==> src/rtl/mbtc_pkg.sv <==
// Shared types and constants for the Modbus TCP reply checker.
`timescale 1ns / 1ps

package mbtc_pkg;

  localparam logic [7:0] FC_READ_HOLDING = 8'h03;
  localparam logic [7:0] FC_EXCEPTION    = 8'h03 | 8'h80;
  localparam logic [7:0] MIN_FRAME_LEN   = 8'd9;
  localparam logic [7:0] POS_MAX         = 8'd255;
  localparam int         DATA_BYTES      = 8;

  localparam logic [0:0] CFG_UNIT_ID      = 1'b0;
  localparam logic [0:0] CFG_RESYNC_LIMIT = 1'b1;

  typedef enum logic [1:0] {
    OP_START   = 2'd0,
    OP_BYTE    = 2'd1,
    OP_TIMEOUT = 2'd2,
    OP_NONE    = 2'd3
  } opcode_t;

  typedef enum logic [3:0] {
    ST_OK        = 4'd0,
    ST_SHORT     = 4'd1,
    ST_RESYNC    = 4'd2,
    ST_PROTOCOL  = 4'd3,
    ST_UNIT      = 4'd4,
    ST_EXCEPTION = 4'd5,
    ST_FUNCTION  = 4'd6,
    ST_COUNT     = 4'd7,
    ST_TRUNCATED = 4'd8
  } status_t;

  typedef struct packed {
    opcode_t    opcode;
    logic [7:0] data_byte;
    logic       last_byte;
    logic [2:0] register_count;
  } item_t;

  typedef struct packed {
    status_t            status;
    logic [7:0]         exception_code;
    logic signed [31:0] first_value;
    logic signed [31:0] second_value;
    logic [3:0]         payload_length;
    logic [15:0]        transaction_id;
  } result_t;

endpackage

==> src/rtl/mbtc_frame.sv <==
// Transaction and chunk state of the reply checker, with the end-of-chunk checks.
`timescale 1ns / 1ps

module mbtc_frame (
  input  logic             clk,
  input  logic             rst_n,
  input  logic             step,
  input  mbtc_pkg::item_t  item,
  input  logic [7:0]       unit_id,
  input  logic [2:0]       resync_limit,
  output logic             res_valid,
  output mbtc_pkg::result_t res
);

  logic [15:0] txn_r, txn_nxt;
  logic        open_r, open_nxt;
  logic [2:0]  wanted_r, wanted_nxt;
  logic [2:0]  attempt_r, attempt_nxt;
  logic [7:0]  pos_r, pos_nxt;
  logic [15:0] seen_txn_r, seen_txn_nxt;
  logic        proto_nz_r, proto_nz_nxt;
  logic [7:0]  seen_unit_r, seen_unit_nxt;
  logic [7:0]  seen_func_r, seen_func_nxt;
  logic [7:0]  seen_count_r, seen_count_nxt;
  logic [63:0] data_r, data_nxt;

  // Chunk contents after taking the current byte.
  logic [7:0]  tk_pos;
  logic [15:0] tk_txn;
  logic        tk_proto_nz;
  logic [7:0]  tk_unit, tk_func, tk_count;
  logic [63:0] tk_data;

  // Chunk contents the checks look at (empty for a timeout).
  logic [7:0]  ev_pos;
  logic [15:0] ev_txn;
  logic        ev_proto_nz;
  logic [7:0]  ev_unit, ev_func, ev_count;
  logic [63:0] ev_data, masked;

  logic        finish, drop;
  logic [2:0]  rc_clamped;
  mbtc_pkg::status_t status;

  always_comb begin
    tk_pos      = (pos_r == mbtc_pkg::POS_MAX) ? pos_r : pos_r + 8'd1;
    tk_txn      = seen_txn_r;
    tk_proto_nz = proto_nz_r;
    tk_unit     = seen_unit_r;
    tk_func     = seen_func_r;
    tk_count    = seen_count_r;
    tk_data     = data_r;
    case (pos_r)
      8'd0: tk_txn[15:8] = item.data_byte;
      8'd1: tk_txn[7:0]  = item.data_byte;
      8'd2, 8'd3: tk_proto_nz = proto_nz_r | (item.data_byte != 8'd0);
      8'd6: tk_unit  = item.data_byte;
      8'd7: tk_func  = item.data_byte;
      8'd8: tk_count = item.data_byte;
      default: ;
    endcase
    // Reply bytes 9 to 16 land big-endian, byte 9 in the top lane.
    for (int j = 0; j < mbtc_pkg::DATA_BYTES; j++) begin
      if (pos_r == 8'(9 + j)) tk_data[63 - 8*j -: 8] = item.data_byte;
    end
  end

  always_comb begin
    if (item.opcode == mbtc_pkg::OP_TIMEOUT) begin
      ev_pos = '0; ev_txn = '0; ev_proto_nz = 1'b0;
      ev_unit = '0; ev_func = '0; ev_count = '0; ev_data = '0;
    end else begin
      ev_pos = tk_pos; ev_txn = tk_txn; ev_proto_nz = tk_proto_nz;
      ev_unit = tk_unit; ev_func = tk_func; ev_count = tk_count; ev_data = tk_data;
    end

    masked = ev_data;
    for (int j = 0; j < mbtc_pkg::DATA_BYTES; j++) begin
      if (!(8'(j) < ev_count)) masked[63 - 8*j -: 8] = 8'd0;
    end

    drop = 1'b0;
    if (ev_pos < mbtc_pkg::MIN_FRAME_LEN) status = mbtc_pkg::ST_SHORT;
    else if (ev_txn != txn_r) begin
      drop   = attempt_r < resync_limit;
      status = mbtc_pkg::ST_RESYNC;
    end
    else if (ev_proto_nz)                      status = mbtc_pkg::ST_PROTOCOL;
    else if (ev_unit != unit_id)               status = mbtc_pkg::ST_UNIT;
    else if (ev_func == mbtc_pkg::FC_EXCEPTION) status = mbtc_pkg::ST_EXCEPTION;
    else if (ev_func != mbtc_pkg::FC_READ_HOLDING) status = mbtc_pkg::ST_FUNCTION;
    else if (ev_count != {4'd0, wanted_r, 1'b0}) status = mbtc_pkg::ST_COUNT;
    else if ({1'b0, ev_pos} < 9'd9 + {1'b0, ev_count}) status = mbtc_pkg::ST_TRUNCATED;
    else status = mbtc_pkg::ST_OK;

    res.status         = status;
    res.exception_code = (status == mbtc_pkg::ST_EXCEPTION) ? ev_count : 8'd0;
    res.first_value    = (status == mbtc_pkg::ST_OK) ? masked[63:32] : 32'sd0;
    res.second_value   = (status == mbtc_pkg::ST_OK) ? masked[31:0] : 32'sd0;
    res.payload_length = (status == mbtc_pkg::ST_OK) ? 4'd3 + ev_count[3:0] : 4'd0;
    res.transaction_id = txn_r;
  end

  always_comb begin
    rc_clamped = item.register_count;
    if (rc_clamped == 3'd0) rc_clamped = 3'd1;
    if (rc_clamped > 3'd4)  rc_clamped = 3'd4;

    txn_nxt        = txn_r;
    open_nxt       = open_r;
    wanted_nxt     = wanted_r;
    attempt_nxt    = attempt_r;
    pos_nxt        = pos_r;
    seen_txn_nxt   = seen_txn_r;
    proto_nz_nxt   = proto_nz_r;
    seen_unit_nxt  = seen_unit_r;
    seen_func_nxt  = seen_func_r;
    seen_count_nxt = seen_count_r;
    data_nxt       = data_r;
    finish         = 1'b0;
    res_valid      = 1'b0;

    if (step) begin
      case (item.opcode)
        mbtc_pkg::OP_START: begin
          txn_nxt     = txn_r + 16'd1;
          open_nxt    = 1'b1;
          wanted_nxt  = rc_clamped;
          attempt_nxt = 3'd0;
          finish      = 1'b0;
        end
        mbtc_pkg::OP_BYTE: begin
          pos_nxt        = tk_pos;
          seen_txn_nxt   = tk_txn;
          proto_nz_nxt   = tk_proto_nz;
          seen_unit_nxt  = tk_unit;
          seen_func_nxt  = tk_func;
          seen_count_nxt = tk_count;
          data_nxt       = tk_data;
          finish         = item.last_byte;
        end
        mbtc_pkg::OP_TIMEOUT: finish = 1'b1;
        default: ;
      endcase

      // A start, a finished chunk and a timeout all leave an empty chunk behind.
      if (item.opcode == mbtc_pkg::OP_START || finish) begin
        pos_nxt = '0; seen_txn_nxt = '0; proto_nz_nxt = 1'b0;
        seen_unit_nxt = '0; seen_func_nxt = '0; seen_count_nxt = '0; data_nxt = '0;
      end

      if (finish && open_r) begin
        if (drop) begin
          attempt_nxt = attempt_r + 3'd1;
        end else begin
          res_valid = 1'b1;
          open_nxt  = 1'b0;
        end
      end
    end
  end

  always_ff @(posedge clk) begin
    if (!rst_n) begin
      txn_r        <= '0;
      open_r       <= 1'b0;
      wanted_r     <= '0;
      attempt_r    <= '0;
      pos_r        <= '0;
      seen_txn_r   <= '0;
      proto_nz_r   <= 1'b0;
      seen_unit_r  <= '0;
      seen_func_r  <= '0;
      seen_count_r <= '0;
      data_r       <= '0;
    end else begin
      txn_r        <= txn_nxt;
      open_r       <= open_nxt;
      wanted_r     <= wanted_nxt;
      attempt_r    <= attempt_nxt;
      pos_r        <= pos_nxt;
      seen_txn_r   <= seen_txn_nxt;
      proto_nz_r   <= proto_nz_nxt;
      seen_unit_r  <= seen_unit_nxt;
      seen_func_r  <= seen_func_nxt;
      seen_count_r <= seen_count_nxt;
      data_r       <= data_nxt;
    end
  end

endmodule

==> src/rtl/modbus_tcp_reply_checker_unit.sv <==
// Top level of the Modbus TCP read-holding-registers reply checker.
// Input stream: one request per clock while in_tready is high; tuser carries
// the opcode (start, reply byte, timeout), tdata the reply byte and the
// register count, tlast the end of a received chunk. Output stream: one result
// per finished chunk or timeout of an open transaction, with the status in
// tuser and the exception code, both 32-bit values, payload length and
// transaction id in tdata. Stale replies are dropped silently while resync
// attempts remain. Each accepted request waits in the input register, and its
// result is loaded into the output register when the request advances.
// Throughput is one request per cycle while the receiver does not stall; the
// frame unit updates the chunk state for each request as it advances.
// When the receiver stalls, the pending result holds and the input register
// still fills; in_tready drops only once both are occupied.
// Configuration writes (unit id, resync limit) take effect the next cycle.
// Reset is synchronous: it closes any transaction, clears the chunk and
// transaction id, restores unit id 1 and resync limit 3, and empties both
// registers.
`timescale 1ns / 1ps

module modbus_tcp_reply_checker_unit (
  input  logic        clk,
  input  logic        rst_n,
  input  logic        in_tvalid,
  output logic        in_tready,
  input  logic [15:0] in_tdata,   // [7:0] data_byte, [10:8] register_count, rest zero
  input  logic        in_tlast,
  input  logic [1:0]  in_tuser,   // [1:0] opcode
  output logic        out_tvalid,
  input  logic        out_tready,
  output logic [95:0] out_tdata,  // [7:0] exception_code, [39:8] first_value,
                                  // [71:40] second_value, [75:72] payload_length,
                                  // [91:76] transaction_id, rest zero
  output logic [3:0]  out_tuser,  // [3:0] status
  input  logic        cfg_we,
  input  logic [0:0]  cfg_index,
  input  logic [7:0]  cfg_data
);

  logic [7:0]        unit_id_r;
  logic [2:0]        resync_limit_r;
  logic              stage_valid_r;
  mbtc_pkg::item_t   stage_item_r;
  logic              out_valid_r;
  mbtc_pkg::result_t out_res_r;
  logic              advance;
  logic              res_valid;
  mbtc_pkg::result_t res;

  assign advance   = stage_valid_r && (!out_valid_r || out_tready);
  assign in_tready = !stage_valid_r || advance;

  always_ff @(posedge clk) begin
    if (!rst_n) begin
      unit_id_r      <= 8'd1;
      resync_limit_r <= 3'd3;
    end else if (cfg_we) begin
      case (cfg_index)
        mbtc_pkg::CFG_UNIT_ID:      unit_id_r      <= cfg_data;
        mbtc_pkg::CFG_RESYNC_LIMIT: resync_limit_r <= cfg_data[2:0];
        default: ;
      endcase
    end
  end

  always_ff @(posedge clk) begin
    if (!rst_n) begin
      stage_valid_r <= 1'b0;
    end else if (in_tready) begin
      stage_valid_r <= in_tvalid;
    end
  end

  always_ff @(posedge clk) begin
    if (in_tvalid && in_tready) begin
      stage_item_r.opcode         <= mbtc_pkg::opcode_t'(in_tuser);
      stage_item_r.data_byte      <= in_tdata[7:0];
      stage_item_r.last_byte      <= in_tlast;
      stage_item_r.register_count <= in_tdata[10:8];
    end
  end

  mbtc_frame u_frame (
    .clk          (clk),
    .rst_n        (rst_n),
    .step         (advance),
    .item         (stage_item_r),
    .unit_id      (unit_id_r),
    .resync_limit (resync_limit_r),
    .res_valid    (res_valid),
    .res          (res)
  );

  always_ff @(posedge clk) begin
    if (!rst_n) begin
      out_valid_r <= 1'b0;
    end else if (advance) begin
      out_valid_r <= res_valid;
    end else if (out_tready) begin
      out_valid_r <= 1'b0;
    end
  end

  always_ff @(posedge clk) begin
    if (advance) out_res_r <= res;
  end

  assign out_tvalid = out_valid_r;
  assign out_tuser  = out_res_r.status;
  assign out_tdata  = {4'd0, out_res_r.transaction_id, out_res_r.payload_length,
                       out_res_r.second_value, out_res_r.first_value,
                       out_res_r.exception_code};

  // A held request must not be lost while the result register is blocked.
  a_stage_holds: assert property (@(posedge clk) disable iff (!rst_n)
    stage_valid_r && out_valid_r && !out_tready |=> stage_valid_r)
    else $error("input register lost a request under stall");

  // Only a successful check carries data and a payload length.
  a_fail_zero: assert property (@(posedge clk) disable iff (!rst_n)
    out_tvalid && out_tuser != mbtc_pkg::ST_OK |->
      out_tdata[75:8] == 68'd0)
    else $error("failure result carries data");

  a_ok_length: assert property (@(posedge clk) disable iff (!rst_n)
    out_tvalid && out_tuser == mbtc_pkg::ST_OK |->
      out_tdata[75:72] >= 4'd5 && out_tdata[75:72] <= 4'd11 && out_tdata[7:0] == 8'd0)
    else $error("successful result has a bad payload length");

  // Nothing comes out in the cycle after reset is released.
  a_reset_quiet: assert property (@(posedge clk)
    rst_n && $past(!rst_n) |-> !out_tvalid)
    else $error("result valid right after reset");

endmodule
==> config.mk <==
export PLATFORM = sky130hd
export DESIGN_NAME = modbus_tcp_reply_checker_unit
export DESIGN_NICKNAME = d
export VERILOG_FILES = /design/src/rtl/mbtc_pkg.sv /design/src/rtl/mbtc_frame.sv /design/src/rtl/modbus_tcp_reply_checker_unit.sv
export SDC_FILE = /design/constraint.sdc
export NUM_CORES = 1
export LEC_CHECK = 0
export ABC_AREA = 1
export BUFFER_PORTS_ARGS = -buffer_cell sky130_fd_sc_hd__buf_2
export CAP_MARGIN = 20
export CORE_MARGIN = 5
export CORE_UTILIZATION = 55
export CTS_BUF_LIST = sky130_fd_sc_hd__clkbuf_8
export CTS_CLUSTER_DIAMETER = 150
export DETAILED_ROUTE_END_ITERATION = 8
export HOLD_SLACK_MARGIN = 0.08
export PLACE_DENSITY = 0.71
export SLEW_MARGIN = 15
export SYNTH_ARGS = -nofsm -noshare
export SYNTH_HDL_FRONTEND = slang
export SYNTH_SLANG_ARGS = --single-unit
==> constraint.sdc <==
create_clock -name clk -period 6 [get_ports clk]
set_input_delay 0.3 -clock clk [delete_from_list [all_inputs] [get_ports clk]]
set_output_delay 0.3 -clock clk [all_outputs]
set_load 0.02 [all_outputs]
==> flow_summary_export.csv <==
group,metric,value,unit
synth,synth_adder_area_share,2.19,%
sta,hold_viol,0,
clock_tree,clk_pin_slew,0.06,ns
sta,fin_crit_sh,75.3,%
global_route,grt.overflow.total,0,
cells_and_area,finalInstanceArea,14500,um2
worst_setup_path,cp_data_arrival_time,4.81,ns
sta,tns,0,ns
worst_setup_path,reg2reg_slack,1.48,ns
synth,yosysTopAreaCellShare,26.3,%
synth,synth_flop_cell,"dfxtp_1",
placement,place_area,13400,um2
power_and_ir_drop,p_seq_share,50.8,%
power_and_ir_drop,p_per_area,254,nW/um2
sta,max_freq,221,MHz
synth,synthArstFlopShare,0,%
power_and_ir_drop,p_sw,0.000899,W
synth,synth_top_family_by_area,"simple AND/OR/NAND/NOR gates",
route,dr.pass1.iters,6,
worst_setup_path,slowest_stage,"nand2_1",
route,wl_per_cell,15.1,um
placement,detailed_place_hpwl,19.7,mm
worst_setup_path,r2r_end,"out_tdata[8]$_SDFFCE_PP0P_",
sta,clock_skew,0.0241,ns
power_and_ir_drop,p_clk_share,42.5,%
clock_tree,numCtsBuffers,43,
clock_tree,clock_latency,0.55,ns
power_and_ir_drop,leakage,6.34,nW
synth,synth_compound_area_share,12.0,%
clock_tree,cts_tree,"done",
die,rows,55,
sta,relSlewSlack,23.6,%
route,drtIter0Drc,951,
global_route,grt_max_degree,102,
synth,synth_xor_area_share,0.696,%
run_status,status,"finished, final reports clean",
synth,yosysTopAreaCell,"edfxtp_1",
worst_setup_path,max_stage_delay,0.57,ns
sta,period_needed,4.52,ns
route,drc,0,
clock_tree,cts_resized,0,
worst_setup_path,worst_path_dominant_cell_family,"simple AND/OR/NAND/NOR gates",
die,die_h,161,um
die,io-pin-count,135,
die,core-area,22600,um2
sta,setup_viol_count_final,0,
global_route,first_global_vias,9909,
placement,gp_routability_congestion,0.893,
synth,synth_edf_count,110,
synth,synth_cell_type_count,41,
die,dieArea,26000,um2
power_and_ir_drop,pwr-share-comb,6.6,%
synth,synthTopCellsByCount,"nand2_1, inv_1, a21oi_1, dfxtp_1, nor2_1",
synth,synth_area_leaders,"edfxtp_1, dfxtp_1, nand2_1",
worst_setup_path,cp_common_cell,"nand2_1",
sta,worstMarginPinSlew,1.15,ns
synth,yosysMostFrequentCell,"nand2_1",
synth,ys_warn_count,0,
die,initial_core_util,55.7,%
clock_tree,cts.sinks,259,
worst_hold_path,hold_end,"resync_limit_r[0]$_SDFFE_PN1P_",
worst_setup_path,worstPathCellList,"nor2_1 -> nand2_1 -> nor2_8 -> nand2_1 -> nand3_1 -> inv_2 -> ha_1 -> nand2_1 -> nand2_1 -> xor2_1 -> ha_1 -> inv_1 -> nor3_1 -> a211oi_1 -> nand2_1 -> nand2_1 -> nand2_1 -> nand2_1 -> nand2_1 -> nand2_1 -> nand4_4 -> nand4_4 -> nor2_1",
cells_and_area,drive_above_1_share,12.6,%
synth,avgSynthCellArea,7.72,um2
sta,grt_setup_unrepaired,"false",
synth,ys_seq_area_share,50.0,%
clock_tree,cts_htree_levels,2,
global_route,antenna_found_initial,0,
worst_setup_path,reg2reg_depth,23,
worst_setup_path,r2r_start,"u_frame.pos_r[6]$_SDFFE_PN0P_",
route,drtAntennaViolNets,0,
cells_and_area,area_delta_synth_final,15.5,%
clock_tree,cts.path.max_buffers,3,
global_route,grt_util_all_layers,23.6,%
cells_and_area,nFillCells,1970,
worst_setup_path,setup.worst_path.start_class,"flop",
cells_and_area,fin_nets,1821,
worst_setup_path,end_kind,"flop",
power_and_ir_drop,sw_frac_of_total,24.3,%
job,drv_cap,0,
power_and_ir_drop,p_total,0.00370,W
synth,syn_inst,1630,
global_route,grt_pass1_wl,50.3,mm
worst_hold_path,hp-start,"rst_n",
cells_and_area,diodes,0,
route,wl,31.4,mm
worst_hold_path,hold_path_class,"in2reg",
clock_tree,cts_root_buffer,"clkbuf_8",
die,die_width,161,um
worst_setup_path,worst_ep_required_time,6.30,ns
synth,ys_seq_elements,259,
sta,drv_slew,0,
placement,portBuffers,125,
synth,syn_area,12600,um2
worst_setup_path,worstSetupPathType,"reg2reg",
power_and_ir_drop,internal_power,0.00280,W
synth,synthMuxAreaShare,0,%
synth,synthSimpleGateAreaFrac,26.6,%
power_and_ir_drop,vdd_drop_max,168,uV
route,routed_via_density,5.29,
worst_setup_path,worstPathMaxFanout,17,
worst_hold_path,min_path_cells,2,
worst_setup_path,path_buf_inv,2,
route,num_vias,11000,
## how the worst max path moves through the flow
| stage | from | to | slack [ns] | depth (start not counted) |
|---|---|---|---|---|
| floorplan | u_frame.pos_r[0]$_SDFFE_PN0P_ | out_tdata[73]$_SDFFCE_PP0P_ | 2.44 | 24 |
| global placement | u_frame.pos_r[6]$_SDFFE_PN0P_ | out_tdata[36]$_SDFFCE_PP0P_ | 1.75 | 23 |
| detailed placement | u_frame.pos_r[6]$_SDFFE_PN0P_ | out_tdata[8]$_SDFFCE_PP0P_ | 1.58 | 23 |
| CTS | u_frame.pos_r[6]$_SDFFE_PN0P_ | out_tdata[31]$_SDFFCE_PP0P_ | 1.60 | 23 |
| global route | u_frame.pos_r[6]$_SDFFE_PN0P_ | out_tdata[66]$_SDFFCE_PP0P_ | 1.14 | 23 |
| finish | u_frame.pos_r[6]$_SDFFE_PN0P_ | out_tdata[8]$_SDFFCE_PP0P_ | 1.48 | 23 |
## final cells by class
type                       instances  area (um2)  area share [%]
sequential                       259        6290            43.3
multi-input combinational       1098        5280            36.4
timing repair buffer             158         953            6.56
inverter                         206         777            5.35
clock buffer                      49         674            4.64
tap                              285         357            2.45
clock inverter                    30         199            1.37
## worst reg2reg max path, cell delays in order, from the launching register on
cell      delay [ns]
dfxtp_1         0.36
nor2_1          0.16
nand2_1         0.57
nor2_8          0.40
nand2_1         0.11
nand3_1         0.26
inv_2           0.07
ha_1            0.21
nand2_1         0.11
nand2_1         0.09
xor2_1          0.15
ha_1            0.29
inv_1           0.08
nor3_1          0.06
a211oi_1        0.20
nand2_1         0.09
nand2_1         0.06
nand2_1         0.05
nand2_1         0.05
nand2_1         0.05
nand2_1         0.09
nand4_4         0.34
nand4_4         0.33
nor2_1          0.09
## registers in the layout (all words and copies together), names as in the netlist, 4 cells and up
register and flops:
u_frame.seen_unit_r 8, u_frame.data_r 64, u_frame.seen_func_r 8, unit_id_r 8, u_frame.seen_count_r 8, u_frame.seen_txn_r 16
stage_item_r 14, u_frame.pos_r 8, out_tdata 92, out_tuser 4, u_frame.txn_r 16
## placed cells by master, fill, tap and decap left out, types with 8 or more instances in the layout
master,netlist,routed
clkinv_1,10,16
ha_1,22,22
o21ai_1,15,15
dlygate4sd3_1,0,27
edfxtp_1,110,110
nand3_1,77,77
nor2_1,123,123
clkbuf_8,0,49
o21bai_1,8,8
buf_2,6,125
nand2_1,505,505
nor3_1,14,12
a21oi_1,149,149
inv_1,187,201
nand4_1,22,22
nand4_4,9,9
o21a_1,9,9
o21ai_0,95,95
inv_2,9,8
dfxtp_1,149,149
## power by group through the flow
stage                     sequential (W)  combinational (W)  clock [W]
after floorplan                  0.00191           0.000150          0
after global placement           0.00192           0.000226          0
after detailed placement         0.00192           0.000228          0
after CTS                        0.00188           0.000242    0.00160
after global routing             0.00188           0.000269    0.00168
final                            0.00188           0.000245    0.00157
## cell families after synthesis
logic type / count (synthesis)
fa+ha+maj: 22
flops: 259
xor+xnor: 10
buf+inv: 276
other cells: 1
compound gates: 287
simple gates: 775
## through the flow
step	hold WS, ns	worst slack (ns)	util [%]	instances
floorplan	0.399	2.44	-	1633
global placement	0.448	1.75	59.2	1979
detailed placement	0.451	1.58	59.2	1979
CTS	0.182	1.60	64.3	2085
global route	0.204	1.14	64.4	2085
finish	0.208	1.48	64.4	2085
## layer usage
| metal | track usage, % | share of wire (%) | wire [um] |
|---|---|---|---|
| met1 | 32.5 | 45 | 14100 |
| met2 | 38.5 | 47 | 14700 |
| met3 | 4.01 | 6.1 | 1930 |
| met4 | 7.02 | 2.2 | 686 |
| met5 | 0 | 0 | 0 |
## repair_timing
| item | CTS | global route |
|---|---|---|
| endpoints found under the hold margin | 27 | 0 |
| hold buffers | 27 | 0 |
| setup buffers | 0 | 0 |
No activity file was read; power rests on OpenSTA's default activity.
